File: src/rtl/parachute_deploy_controller_top_defines.svh
// ---------------------------------------------------------------------------
// parachute deploy controller assertion macros
// concurrent checks clocked on clk, held off while arst_n is low
// ---------------------------------------------------------------------------
`ifndef PARACHUTE_DEPLOY_CONTROLLER_TOP_DEFINES_SVH
`define PARACHUTE_DEPLOY_CONTROLLER_TOP_DEFINES_SVH

`ifndef SYNTH

// same-cycle implication
`define PDC_ASSERT_IMPL(lbl, ante, cons) \
	lbl: assert property (@(posedge clk) disable iff (!arst_n) (ante) |-> (cons)) \
		else $error("pdc assertion failed");

// next-cycle implication
`define PDC_ASSERT_NEXT(lbl, ante, cons) \
	lbl: assert property (@(posedge clk) disable iff (!arst_n) (ante) |=> (cons)) \
		else $error("pdc assertion failed");

`else

`define PDC_ASSERT_IMPL(lbl, ante, cons)
`define PDC_ASSERT_NEXT(lbl, ante, cons)

`endif

`endif

File: src/rtl/pdc_pkg.sv
// ---------------------------------------------------------------------------
// pdc_pkg
// types and constants shared by the parachute deploy controller
// ---------------------------------------------------------------------------
package pdc_pkg;

	localparam int unsigned PRESS_W = 17;
	localparam int unsigned TICKS_W = 16;
	localparam int unsigned CFG_IDX_W = 2;

	// largest step between samples that is not a spike, in pascal
	localparam logic [PRESS_W:0] SPIKE_LIMIT_PA = 18'd500;

	// register indexes
	localparam logic [CFG_IDX_W-1:0] CFG_GROUND_PRESSURE   = 2'd0;
	localparam logic [CFG_IDX_W-1:0] CFG_OPEN_MARGIN       = 2'd1;
	localparam logic [CFG_IDX_W-1:0] CFG_DESCENT_THRESHOLD = 2'd2;
	localparam logic [CFG_IDX_W-1:0] CFG_MOTOR_ON_TICKS    = 2'd3;

	localparam logic [PRESS_W-1:0] GROUND_PRESSURE_RST   = 17'd101325;
	localparam logic [PRESS_W-1:0] OPEN_MARGIN_RST       = 17'd0;
	localparam logic [PRESS_W-1:0] DESCENT_THRESHOLD_RST = 17'd100;
	localparam logic [TICKS_W-1:0] MOTOR_ON_TICKS_RST    = 16'd1000;

	// operation codes
	localparam logic OP_SAMPLE = 1'b0;
	localparam logic OP_TICK   = 1'b1;

	typedef enum logic [1:0] {
		PH_ASCENDING  = 2'd0,
		PH_DESCENDING = 2'd1,
		PH_OPENING    = 2'd2,
		PH_DONE       = 2'd3
	} phase_t;

	typedef struct packed {
		logic [PRESS_W-1:0] ground_pressure;
		logic [PRESS_W-1:0] open_margin;
		logic [PRESS_W-1:0] descent_threshold;
		logic [TICKS_W-1:0] motor_on_ticks;
	} cfg_t;

	typedef struct packed {
		logic               operation;
		logic               sample_valid;
		logic [PRESS_W-1:0] pressure;
	} item_t;

	typedef struct packed {
		phase_t phase;
		logic   motor_drive;
		logic   sample_rejected;
	} result_t;

	typedef struct packed {
		phase_t phase;
		logic   primed;
		logic   motor_active;
	} status_t;

endpackage

File: src/rtl/pdc_item_if.sv
// ---------------------------------------------------------------------------
// pdc_item_if
// input channel: pressure samples and time ticks
// ---------------------------------------------------------------------------
interface pdc_item_if import pdc_pkg::*; ();
	logic               valid;
	logic               ready;
	logic               operation;
	logic               sample_valid;
	logic [PRESS_W-1:0] pressure;

	modport source (output valid, output operation, output sample_valid, output pressure,
		input ready);
	modport sink (input valid, input operation, input sample_valid, input pressure,
		output ready);
endinterface

File: src/rtl/pdc_result_if.sv
// ---------------------------------------------------------------------------
// pdc_result_if
// output channel: phase, motor drive and rejection flag
// ---------------------------------------------------------------------------
interface pdc_result_if import pdc_pkg::*; ();
	logic       valid;
	logic       ready;
	logic [1:0] phase;
	logic       motor_drive;
	logic       sample_rejected;

	modport source (output valid, output phase, output motor_drive, output sample_rejected,
		input ready);
	modport sink (input valid, input phase, input motor_drive, input sample_rejected,
		output ready);
endinterface

File: src/rtl/parachute_deploy_controller_top.sv
// a result word is registered in the output buffer before it is offered
// throughput: one item per cycle while the buffer has space; the state update is
// a single compare/add pass; the two-word result buffer holds words during stalls
// reset: arst_n low clears phase to ascending, pressures, motor timer and buffer;
// registers return to ground 101325, margin 0, threshold 100, motor ticks 1000
// ---------------------------------------------------------------------------
// parachute_deploy_controller_top
// barometric parachute release controller
// ---------------------------------------------------------------------------
`include "parachute_deploy_controller_top_defines.svh"

module parachute_deploy_controller_top import pdc_pkg::*; (
	input  logic                 clk,
	input  logic                 arst_n,
	input  logic                 cfg_we,
	input  logic [CFG_IDX_W-1:0] cfg_index,
	input  logic [PRESS_W-1:0]   cfg_wdata,
	pdc_item_if.sink             item,
	pdc_result_if.source         result
);

	cfg_t    cfg;
	item_t   item_word;
	result_t res_word;
	result_t head_word;
	status_t status;
	logic    space;
	logic    accept;

	assign item_word.operation    = item.operation;
	assign item_word.sample_valid = item.sample_valid;
	assign item_word.pressure     = item.pressure;
	assign item.ready             = space;
	assign accept                 = item.valid && space;

	pdc_cfg_regs u_cfg (
		.clk       (clk),
		.arst_n    (arst_n),
		.cfg_we    (cfg_we),
		.cfg_index (cfg_index),
		.cfg_wdata (cfg_wdata),
		.cfg       (cfg)
	);

	pdc_core u_core (
		.clk    (clk),
		.arst_n (arst_n),
		.cfg    (cfg),
		.accept (accept),
		.item   (item_word),
		.res    (res_word),
		.status (status)
	);

	pdc_out_buf u_out (
		.clk        (clk),
		.arst_n     (arst_n),
		.push       (accept),
		.push_word  (res_word),
		.space      (space),
		.head_valid (result.valid),
		.head_word  (head_word),
		.pop_ready  (result.ready)
	);

	assign result.phase           = head_word.phase;
	assign result.motor_drive     = head_word.motor_drive;
	assign result.sample_rejected = head_word.sample_rejected;

	// done is final
	`PDC_ASSERT_NEXT(a_done_sticky, status.phase == PH_DONE, status.phase == PH_DONE)
	// the motor only runs once the release has fired
	`PDC_ASSERT_IMPL(a_motor_in_done, status.motor_active, status.phase == PH_DONE)
	// leaving ascending needs a primed pressure history
	`PDC_ASSERT_IMPL(a_phase_needs_prime, status.phase != PH_ASCENDING, status.primed)
	// a word showing the motor driven must carry the done phase
	`PDC_ASSERT_IMPL(a_word_motor_done, result.valid && result.motor_drive,
		result.phase == PH_DONE)

endmodule

File: src/rtl/pdc_cfg_regs.sv
// ---------------------------------------------------------------------------
// pdc_cfg_regs
// configuration register file with write-only port
// ---------------------------------------------------------------------------
module pdc_cfg_regs import pdc_pkg::*; (
	input  logic                 clk,
	input  logic                 arst_n,
	input  logic                 cfg_we,
	input  logic [CFG_IDX_W-1:0] cfg_index,
	input  logic [PRESS_W-1:0]   cfg_wdata,
	output cfg_t                 cfg
);

	cfg_t cfg_q;

	always_ff @(posedge clk or negedge arst_n) begin
		if (!arst_n) begin
			cfg_q.ground_pressure   <= GROUND_PRESSURE_RST;
			cfg_q.open_margin       <= OPEN_MARGIN_RST;
			cfg_q.descent_threshold <= DESCENT_THRESHOLD_RST;
			cfg_q.motor_on_ticks    <= MOTOR_ON_TICKS_RST;
		end else if (cfg_we) begin
			unique case (cfg_index)
				CFG_GROUND_PRESSURE:   cfg_q.ground_pressure   <= cfg_wdata;
				CFG_OPEN_MARGIN:       cfg_q.open_margin       <= cfg_wdata;
				CFG_DESCENT_THRESHOLD: cfg_q.descent_threshold <= cfg_wdata;
				CFG_MOTOR_ON_TICKS:    cfg_q.motor_on_ticks    <= cfg_wdata[TICKS_W-1:0];
				default: ;
			endcase
		end
	end

	assign cfg = cfg_q;

endmodule

File: src/rtl/pdc_core.sv
// ---------------------------------------------------------------------------
// pdc_core
// flight phase tracking, spike filter and release motor timer
// ---------------------------------------------------------------------------
module pdc_core import pdc_pkg::*; (
	input  logic    clk,
	input  logic    arst_n,
	input  cfg_t    cfg,
	input  logic    accept,
	input  item_t   item,
	output result_t res,
	output status_t status
);

	phase_t             phase_q, phase_d;
	logic               primed_q, primed_d;
	logic [PRESS_W-1:0] last_q, last_d;
	logic [PRESS_W-1:0] min_q, min_d;
	logic               motor_q, motor_d;
	logic [TICKS_W-1:0] remain_q, remain_d;
	logic               rejected_d;

	logic [PRESS_W-1:0] last_eff;
	logic [PRESS_W-1:0] min_eff;
	logic signed [PRESS_W:0] diff;
	logic [PRESS_W:0]        abs_diff;
	logic signed [PRESS_W:0] rise;
	logic signed [PRESS_W:0] open_level;
	logic                    is_spike;

	// an unprimed sample acts as its own last and minimum
	assign last_eff   = primed_q ? last_q : item.pressure;
	assign min_eff    = primed_q ? min_q : item.pressure;
	assign diff       = $signed({1'b0, item.pressure}) - $signed({1'b0, last_eff});
	assign abs_diff   = diff[PRESS_W] ? unsigned'(-diff) : unsigned'(diff);
	assign is_spike   = abs_diff > SPIKE_LIMIT_PA;
	assign rise       = $signed({1'b0, item.pressure}) - $signed({1'b0, min_eff});
	assign open_level = $signed({1'b0, cfg.ground_pressure}) -
		$signed({1'b0, cfg.open_margin});

	// next state
	always_comb begin
		phase_d    = phase_q;
		primed_d   = primed_q;
		last_d     = last_q;
		min_d      = min_q;
		motor_d    = motor_q;
		remain_d   = remain_q;
		rejected_d = 1'b0;
		if (accept) begin
			if (item.operation == OP_TICK) begin
				if (motor_q) begin
					if (remain_q <= 16'd1) begin
						remain_d = '0;
						motor_d  = 1'b0;
					end else begin
						remain_d = remain_q - 16'd1;
					end
				end
			end else if (!item.sample_valid || phase_q == PH_DONE) begin
				rejected_d = 1'b1;
			end else begin
				primed_d = 1'b1;
				last_d   = item.pressure;
				if (is_spike) begin
					rejected_d = 1'b1;
					min_d      = min_eff;
				end else begin
					unique case (phase_q)
						PH_ASCENDING: begin
							if (rise > $signed({1'b0, cfg.descent_threshold}))
								phase_d = PH_DESCENDING;
						end
						PH_DESCENDING: begin
							if (item.pressure < min_eff)
								phase_d = PH_ASCENDING;
							else if ($signed({1'b0, item.pressure}) > open_level)
								phase_d = PH_OPENING;
						end
						PH_OPENING: begin
							motor_d  = 1'b1;
							remain_d = cfg.motor_on_ticks;
							phase_d  = PH_DONE;
						end
						PH_DONE: ;
						default: ;
					endcase
					min_d = (item.pressure < min_eff) ? item.pressure : min_eff;
				end
			end
		end
	end

	// outputs
	always_comb begin
		res.phase           = phase_d;
		res.motor_drive     = motor_d;
		res.sample_rejected = rejected_d;
		status.phase        = phase_q;
		status.primed       = primed_q;
		status.motor_active = motor_q;
	end

	always_ff @(posedge clk or negedge arst_n) begin
		if (!arst_n) begin
			phase_q  <= PH_ASCENDING;
			primed_q <= 1'b0;
			last_q   <= '0;
			min_q    <= '0;
			motor_q  <= 1'b0;
			remain_q <= '0;
		end else begin
			phase_q  <= phase_d;
			primed_q <= primed_d;
			last_q   <= last_d;
			min_q    <= min_d;
			motor_q  <= motor_d;
			remain_q <= remain_d;
		end
	end

endmodule

File: src/rtl/pdc_out_buf.sv
// ---------------------------------------------------------------------------
// pdc_out_buf
// two-word result buffer: result register plus skid register
// ---------------------------------------------------------------------------
module pdc_out_buf import pdc_pkg::*; (
	input  logic    clk,
	input  logic    arst_n,
	input  logic    push,
	input  result_t push_word,
	output logic    space,
	output logic    head_valid,
	output result_t head_word,
	input  logic    pop_ready
);

	logic    head_v_q;
	logic    skid_v_q;
	result_t head_q;
	result_t skid_q;
	logic    pop;

	assign pop        = head_v_q && pop_ready;
	assign space      = !skid_v_q;
	assign head_valid = head_v_q;
	assign head_word  = head_q;

	always_ff @(posedge clk or negedge arst_n) begin
		if (!arst_n) begin
			head_v_q <= 1'b0;
			skid_v_q <= 1'b0;
		end else if (pop) begin
			if (skid_v_q) begin
				skid_v_q <= 1'b0;
			end else begin
				head_v_q <= push;
			end
		end else if (push) begin
			if (head_v_q)
				skid_v_q <= 1'b1;
			else
				head_v_q <= 1'b1;
		end
	end

	// payload moves, no reset needed
	always_ff @(posedge clk) begin
		if (pop) begin
			if (skid_v_q)
				head_q <= skid_q;
			else if (push)
				head_q <= push_word;
		end else if (push) begin
			if (head_v_q)
				skid_q <= push_word;
			else
				head_q <= push_word;
		end
	end

endmodule

File: src/flat_wrapper.sv
// flat-port wrapper written by rule: the top's interface ports become plain ports
module parachute_deploy_controller_top_flat import pdc_pkg::*;
  (clk, arst_n, cfg_we, cfg_index, cfg_wdata, item_valid, item_operation, item_sample_valid, item_pressure, item_ready, result_valid, result_phase, result_motor_drive, result_sample_rejected, result_ready);
  pdc_item_if item_i ();
  pdc_result_if result_i ();
  input  logic clk;
  input  logic arst_n;
  input  logic cfg_we;
  input  logic [CFG_IDX_W-1:0] cfg_index;
  input  logic [PRESS_W-1:0] cfg_wdata;
  input wire logic [$bits(item_i.valid)-1:0] item_valid;
  input wire logic [$bits(item_i.operation)-1:0] item_operation;
  input wire logic [$bits(item_i.sample_valid)-1:0] item_sample_valid;
  input wire logic [$bits(item_i.pressure)-1:0] item_pressure;
  output wire logic [$bits(item_i.ready)-1:0] item_ready;
  output wire logic [$bits(result_i.valid)-1:0] result_valid;
  output wire logic [$bits(result_i.phase)-1:0] result_phase;
  output wire logic [$bits(result_i.motor_drive)-1:0] result_motor_drive;
  output wire logic [$bits(result_i.sample_rejected)-1:0] result_sample_rejected;
  input wire logic [$bits(result_i.ready)-1:0] result_ready;
  assign item_i.valid = item_valid;
  assign item_i.operation = item_operation;
  assign item_i.sample_valid = item_sample_valid;
  assign item_i.pressure = item_pressure;
  assign item_ready = item_i.ready;
  assign result_valid = result_i.valid;
  assign result_phase = result_i.phase;
  assign result_motor_drive = result_i.motor_drive;
  assign result_sample_rejected = result_i.sample_rejected;
  assign result_i.ready = result_ready;
  parachute_deploy_controller_top u_core (.clk(clk), .arst_n(arst_n), .cfg_we(cfg_we), .cfg_index(cfg_index), .cfg_wdata(cfg_wdata), .item(item_i), .result(result_i));
endmodule
File: config.mk
export PLATFORM = sky130hd
export DESIGN_NAME = parachute_deploy_controller_top_flat
export DESIGN_NICKNAME = d
export VERILOG_FILES = /design/src/rtl/pdc_pkg.sv /design/src/rtl/pdc_item_if.sv /design/src/rtl/pdc_result_if.sv /design/src/rtl/parachute_deploy_controller_top.sv /design/src/rtl/pdc_cfg_regs.sv /design/src/rtl/pdc_core.sv /design/src/rtl/pdc_out_buf.sv /design/src/flat_wrapper.sv
export VERILOG_INCLUDE_DIRS = /design/src /design/src/rtl
export SDC_FILE = /design/constraint.sdc
export NUM_CORES = 1
export LEC_CHECK = 0
export BUFFER_PORTS_ARGS = -buffer_cell sky130_fd_sc_hd__buf_2
export CAP_MARGIN = 20
export CORE_UTILIZATION = 40
export DETAILED_ROUTE_END_ITERATION = 6
export PLACE_DENSITY = 0.59
export SETUP_SLACK_MARGIN = 0.02
export SYNTH_ARGS = -nofsm -noshare
export SYNTH_HDL_FRONTEND = slang
export SYNTH_SLANG_ARGS = --single-unit
export TNS_END_PERCENT = 5
File: constraint.sdc
create_clock -name clk -period 6.7 [get_ports clk]
set_input_delay 1.34 -clock clk [delete_from_list [all_inputs] [get_ports clk]]
set_output_delay 1.34 -clock clk [all_outputs]
set_load 0.005 [all_outputs]
==> results of run 1 <==
==> path summary, 6_finish.rpt <==
check	startpoint	endpoint	slack, ns	depth (start not counted)
max in group asynchronous	arst_n	u_core.u_cfg.cfg[37]$_DFFE_PN0P_	4.37	2
hold reg to reg	u_core.u_core.last_q[0]$_DFFE_PN0P_	u_core.u_core.last_q[0]$_DFFE_PN0P_	0.49	2
setup reg to reg	u_core.u_cfg.cfg[50]$_DFFE_PN1P_	u_core.u_out.head_word[2]$_DFFE_PP_	0.98	23
setup / recovery	u_core.u_cfg.cfg[50]$_DFFE_PN1P_	u_core.u_out.head_word[2]$_DFFE_PP_	0.98	23
min in group asynchronous	arst_n	u_core.u_cfg.cfg[14]$_DFFE_PN0P_	0.93	1
hold / removal	u_core.u_core.last_q[0]$_DFFE_PN0P_	u_core.u_core.last_q[0]$_DFFE_PN0P_	0.49	2
==> stage by stage <==
stage | cells | hold WS, ns | setup slack [ns] | total power (uW)
floorplan | 982 | 0.450 | 1.49 | 3480
global placement | 1322 | 0.463 | 0.900 | 4070
detailed placement | 1322 | 0.479 | 0.733 | 4110
CTS | 1354 | 0.492 | 0.920 | 5080
global route | 1354 | 0.501 | 0.428 | 5520
finish | 1354 | 0.492 | 0.976 | 5060
==> logic make-up after synthesis <==
kind of cell             Yosys count
buffers and inverters            101
adder cells (fa/ha/maj)           91
AO/OA/AOI/OAI                    271
flip-flops                       131
XOR/XNOR                          35
multiplexers                     104
AND/OR/NAND/NOR                  249
==> worst reg2reg max path: cells and delay by family, from the launching register on <==
family	cells	cell delay (ns)
compound gates	12	2.51
simple gates	7	1.68
fa+ha+maj	3	0.82
flops	1	0.51
buf+inv	1	0.04
==> state kept, by name, indices dropped and copies added (netlist names) <==
signal	cells
u_core.u_cfg.cfg	67
u_core.u_core.last_q	17
u_core.u_core.min_q	17
u_core.u_core.motor_q	1
u_core.u_core.phase_q	2
u_core.u_core.primed_q	1
u_core.u_core.remain_q	16
u_core.u_out.head_valid	1
u_core.u_out.head_word	4
u_core.u_out.skid_q	4
u_core.u_out.skid_v_q	1
==> area by class of cell <==
cell class / count / area [um^2] / share of cell area
well taps: 319 / 399 / 0.0370
multi-input cells: 750 / 5910 / 0.548
inverters: 69 / 259 / 0.0240
clock inverters: 12 / 131 / 0.0122
repair buffers: 53 / 280 / 0.0260
flip-flops and latches: 131 / 3340 / 0.310
clock buffers: 20 / 468 / 0.0434
==> layer usage <==
layer	GRT usage	vias to the layer above
li1	-	3725
met1	0.257	3651
met2	0.323	121
met3	0.0347	35
met4	0.0744	0
met5	0	-
==> synth_stat cells (4+ instances only) <==
master	instances	area share
dfrtp_1	104	0.27
mux2_2	91	0.11
ha_1	88	0.11
a21oi_1	74	0.038
inv_1	69	0.027
nor2_1	49	0.019
o21ai_0	46	0.024
nand2_1	39	0.015
nor2b_1	30	0.019
nand3_1	29	0.015
xnor2_1	22	0.020
nor3_1	21	0.011
clkbuf_1	20	0.0078
dfstp_2	19	0.052
a21o_1	17	0.013
a22o_1	16	0.014
o21a_1	16	0.012
nand2b_1	15	0.0097
nand4_1	13	0.0084
xor2_1	13	0.012
mux2_4	10	0.016
o211ai_1	10	0.0078
nor4_1	9	0.0058
o22ai_1	9	0.0058
and3_1	8	0.0052
edfxtp_1	8	0.025
o21bai_1	8	0.0062
or3_1	7	0.0045
a211o_1	6	0.0054
a211oi_1	5	0.0039
a31oi_1	5	0.0032
buf_2	5	0.0026
nand3b_1	5	0.0039
a2111oi_0	4	0.0036
a21oi_2	4	0.0036
and4_1	4	0.0036
o31a_1	4	0.0036
==> power breakdown <==
group	total [uW]	switching (uW)	leakage (uW)	internal [uW]
combinational	2930	1640	0.00294	1290
sequential	1200	144	0.00154	1050
clock	938	359	0.000295	579
==> out/metrics.yaml, run 1 <==
period_share: 0.854
crit_path_cell_trace: "inv_1 -> ha_1 -> fa_1 -> nor2b_1 -> o21ai_0 -> a21boi_0 -> o21ai_0 -> a21oi_1 -> o21ai_0 -> a21oi_1 -> o21ai_0 -> a2111oi_0 -> nor4_1 -> nor4b_1 -> ha_1 -> nand4_1 -> nor3_1 -> a21oi_1 -> o31a_1 -> nor3_1 -> nand3_1 -> a311o_1 -> o211ai_1"
ios: 49
coreArea_um2: 23600
crit_slowest_cell: "a2111oi_0"
globalplace.congestion: 0.895
root_buffer: "clkbuf_16"
yosys-mux-area-fraction: 0.125
synth_edf_count: 8
leakage_uw: 0.00477
grt_util_all_layers: 0.197
final_util: 0.457
area_growth_pct: 11.6
cts_buffers: 17
avgSynthCellArea_um2: 9.85
worst_ep_arrival_time_ns: 6.00
synthesis.area_um2: 9670
ys_seq_area_frac: 0.346
grt_overflow: 0
powerDensity_nw_per_um2: 469
synth-simple-area-share: 0.137
hold_buffers: 0
synth-compound-area-share: 0.197
grt_pass1_vias: 7513
vias_per_cell: 5.56
syn_inst: 982
start_util: 0.409
clkLatencyLatePin_ns: 0.43
yosys_register_bits: 131
synth.distinct_cells: 85
placed_area_um2: 10200
wl_per_cell_um: 16.8
worst_path_most_repeated_cell: "o21ai_0"
cp_max_fo: 4
status: "finished with violations"
hold_viol_final: 0
met1_length_um: 10900
dr.pass1.iters: 7
drtIter0Drc: 434
post-cts-setup-buffers: 0
min_period_ns: 5.72
critPathKind: "flop to flop"
fin_nets: 1156
highest_layer: "met4"
antennaDiodeCount: 0
antenna_found_initial: 0
vias: 7532
critPathBufInv: 1
cp-end-kind: "flop"
cp_top_family: "compound AO/OA/AOI/OAI gates"
route.detailed.drc: 4
finalClockSkew_ns: 0.00988
rsz0062_at_grt: "false"
port_buffers: 48
clockBufferDepth: 2
rows: 56
finalSetupViolations: 0
required_ns: 6.97
final_common_cell: "dfrtp_1"
wl_met2_um: 10600
tightest_slew_ns: 0.979
failed_checks: "design-rule violations"
ctsResizeCount: 0
start_kind: "flop"
yosysWarningCount: 0
design_area_um2: 10800
drive_above_1_share: 0.225
hold_class: "flop to flop"
synth_nets: 1116
fp.dieW_um: 157
dr_wl_met3_um: 652
ys_async_sr_fraction: 0.939
relSlewSlack: 0.346
wl_um: 22700
irDropWorstVdd_v: 0.000212
grt_pass1_wl_um: 37800
fillers: 2315
most-common-layout-cells: "dfrtp_1 (104), mux2_2 (91), ha_1 (88), a21oi_1 (74), inv_1 (69)"
max_freq_ghz: 0.175
hpwl_um: 17500
drv_slew: 0
grt_max_degree: 74
finalSetupTns_ns: 0
clock-sinks: 131
synth_fa_ha_area_frac: 0.120
htree_levels: 4
die-area_um2: 24800
synth_ff_type: "dfrtp_1"
clk_pin_slew_worst_paths_ns: 0.06
cap_violations: 0
synth_top_family_by_area: "compound AO/OA/AOI/OAI gates"
cts_tree: "yes"
postRouteAntennaNets: 0
dieHeight_um: 157
synth_xor_area_frac: 0.0317
slowest_delay_ns: 0.72
Note: power is estimated with default switching activity, not from simulation.
==> inputs of run 2 (changes only) <==
CORE_MARGIN = 2   (was unset)
CORE_UTILIZATION = 63   (was 40)
PLACE_DENSITY = 0.85   (was 0.59)
==> out/metrics.yaml, run 2 (synthesis results as in run 1) <==
status: "complete, no violations"
required_ns: 6.96  # about the same
p_clk_frac: 0.180  # -0.005
hpwl_um: 16900  # -3.3%
rows: 45  # -20%
hold_viol_final: 0  # unchanged
port_buffers: 48  # unchanged
grt_util_all_layers: 0.293  # +0.0966
start_kind: "flop"
cp-end-kind: "flop"
route.detailed.drc: 0  # -4
grt_pass1_wl_um: 38100  # +0.64%
wl_per_cell_um: 18.5  # +10%
swShare: 0.424  # +0.000608
drv_slew: 0  # unchanged
min_period_ns: 5.67  # -0.0577 ns
root_buffer: "clkbuf_16"
clock-sinks: 131  # unchanged
vias: 7842  # +4.1%
relSlewSlack: 0.330  # -0.0153
powerDensity_nw_per_um2: 479  # +2.2%
fin_nets: 1156  # unchanged
finalSetupViolations: 0  # unchanged
cts_tree: "yes"
clkLatencyLatePin_ns: 0.43  # about the same
globalplace.congestion: 0.903  # +0.92%
hold_class: "flop to flop"
power_switching_uw: 2160  # +0.60%
fillers: 1134  # -51%
largest_reg_flops: 67  # unchanged
grt_max_degree: 75  # +1.4%
die-area_um2: 16400  # -34%
placed_area_um2: 10000  # -1.6%
drtIter0Drc: 468  # +7.8%
most-common-layout-cells: "dfrtp_1 (104), mux2_2 (91), ha_1 (88), a21oi_1 (74), inv_1 (69)"
start_util: 0.641  # +0.231
period_share: 0.846  # -0.00861
dieHeight_um: 128  # -19%
drive_above_1_share: 0.221  # -0.00386
slowest_delay_ns: 0.72  # about the same
hold_buffers: 0  # unchanged
leakage_uw: 0.00475  # -0.36%
clk_pin_slew_worst_paths_ns: 0.05  # about the same
post-cts-setup-buffers: 0  # unchanged
coreArea_um2: 15100  # -36%
irDropWorstVdd_v: 0.000223  # +5.3%
finalSetupTns_ns: 0  # unchanged
tightest_slew_ns: 1.00  # +0.0228 ns
cts_buffers: 17  # unchanged
wl_um: 22700  # -0.30%
p_int_uw: 2930  # +0.35%
finalClockSkew_ns: 0.00598  # -0.00390 ns
vias_per_cell: 6.41  # +15%
crit_path_cell_trace: "inv_1 -> ha_1 -> fa_1 -> nor2b_1 -> o21ai_0 -> a21boi_0 -> o21ai_0 -> a21oi_1 -> o21ai_0 -> a21oi_1 -> o21ai_0 -> a2111oi_0 -> nor4_1 -> nor4b_1 -> ha_1 -> nand4_1 -> nor3_1 -> a21oi_1 -> o31a_1 -> nor3_1 -> nand3_1 -> a311o_1 -> o211ai_1"
seq_power_share: 0.237  # about the same
fp.dieW_um: 128  # -19%
critPathKind: "flop to flop"
grt_pass1_vias: 8012  # +6.6%
hold_ws_ns: 0.495  # +0.00280 ns
ctsResizeCount: 0  # unchanged
ios: 49  # unchanged
cp_max_fo: 4  # unchanged
power.share.combinational: 0.582  # +0.003
final_common_cell: "dfrtp_1"
rsz0062_at_grt: "false"
max_freq_ghz: 0.176  # +1.0%
crit_slowest_cell: "a2111oi_0"
postRouteAntennaNets: 0  # unchanged
antenna_found_initial: 0  # unchanged
grt_overflow: 0  # unchanged
clockBufferDepth: 2  # unchanged
htree_levels: 4  # unchanged
dr.pass1.iters: 5  # -2
worst_path_most_repeated_cell: "o21ai_0"
area_growth_pct: 9.69
antennaDiodeCount: 0  # unchanged
cap_violations: 0  # unchanged
worst_ep_arrival_time_ns: 5.93  # -0.07 ns
design_area_um2: 10600  # -1.7%
-- run 2: per-stage QoR --
stage / util / power, uW / setup WS (ns) / std cells
floorplan: - / 3480 / 1.49 / 982
global placement: 0.665 / 3990 / 0.987 / 1191
detailed placement: 0.665 / 4100 / 0.802 / 1191
CTS: 0.703 / 5060 / 1.09 / 1223
global route: 0.703 / 5480 / 0.631 / 1223
finish: 0.703 / 5080 / 1.03 / 1223
-- run 2: final timing paths --
kind | slack [ns] | cells after the start | startpoint | endpoint
min in group asynchronous | 1.05 | 1 | arst_n | u_core.u_core.last_q[14]$_DFFE_PN0P_
worst max register to register | 1.03 | 23 | u_core.u_cfg.cfg[50]$_DFFE_PN1P_ | u_core.u_out.head_word[2]$_DFFE_PP_
worst max-delay path | 1.03 | 23 | u_core.u_cfg.cfg[50]$_DFFE_PN1P_ | u_core.u_out.head_word[2]$_DFFE_PP_
worst min register to register | 0.50 | 2 | u_core.u_core.last_q[0]$_DFFE_PN0P_ | u_core.u_core.last_q[0]$_DFFE_PN0P_
worst min-delay path | 0.50 | 2 | u_core.u_core.last_q[0]$_DFFE_PN0P_ | u_core.u_core.last_q[0]$_DFFE_PN0P_
max in group asynchronous | 4.45 | 2 | arst_n | u_core.u_core.min_q[9]$_DFFE_PN0P_
-- run 2: final cells by class --
class                           instances  area (um^2)  area share
Clock inverter                         10          134      0.0126
Clock buffer                           22          444      0.0419
Inverter                               69          259      0.0244
Multi-Input combinational cell        750         5910       0.557
Tap cell                              188          235      0.0222
Sequential cell                       131         3340       0.315
Timing Repair Buffer                   53          280      0.0264
-- run 2: power by group through the flow --
stage	combinational, uW	sequential (uW)	clock, uW
3_3_place_gp	2800	1190	0
2_1_floorplan	2320	1160	0
4_1_cts	2930	1200	927
3_5_place_dp	2890	1210	0
5_1_grt	3290	1230	961
6_report	2960	1210	917
-- run 2: routing by layer --
metal / wire (um) / GRT usage
met5: 0 / 0
met4: 584 / 0.119
met3: 993 / 0.0467
met2: 11700 / 0.521
met1: 9430 / 0.357
-- run 2: worst max-delay path: cells and delay by family (launching register included) --
kind | cells | cell delay, ns
buf+inv | 1 | 0.05
compound gates | 12 | 2.53
simple gates | 7 | 1.59
fa+ha+maj | 3 | 0.82
flops | 1 | 0.51
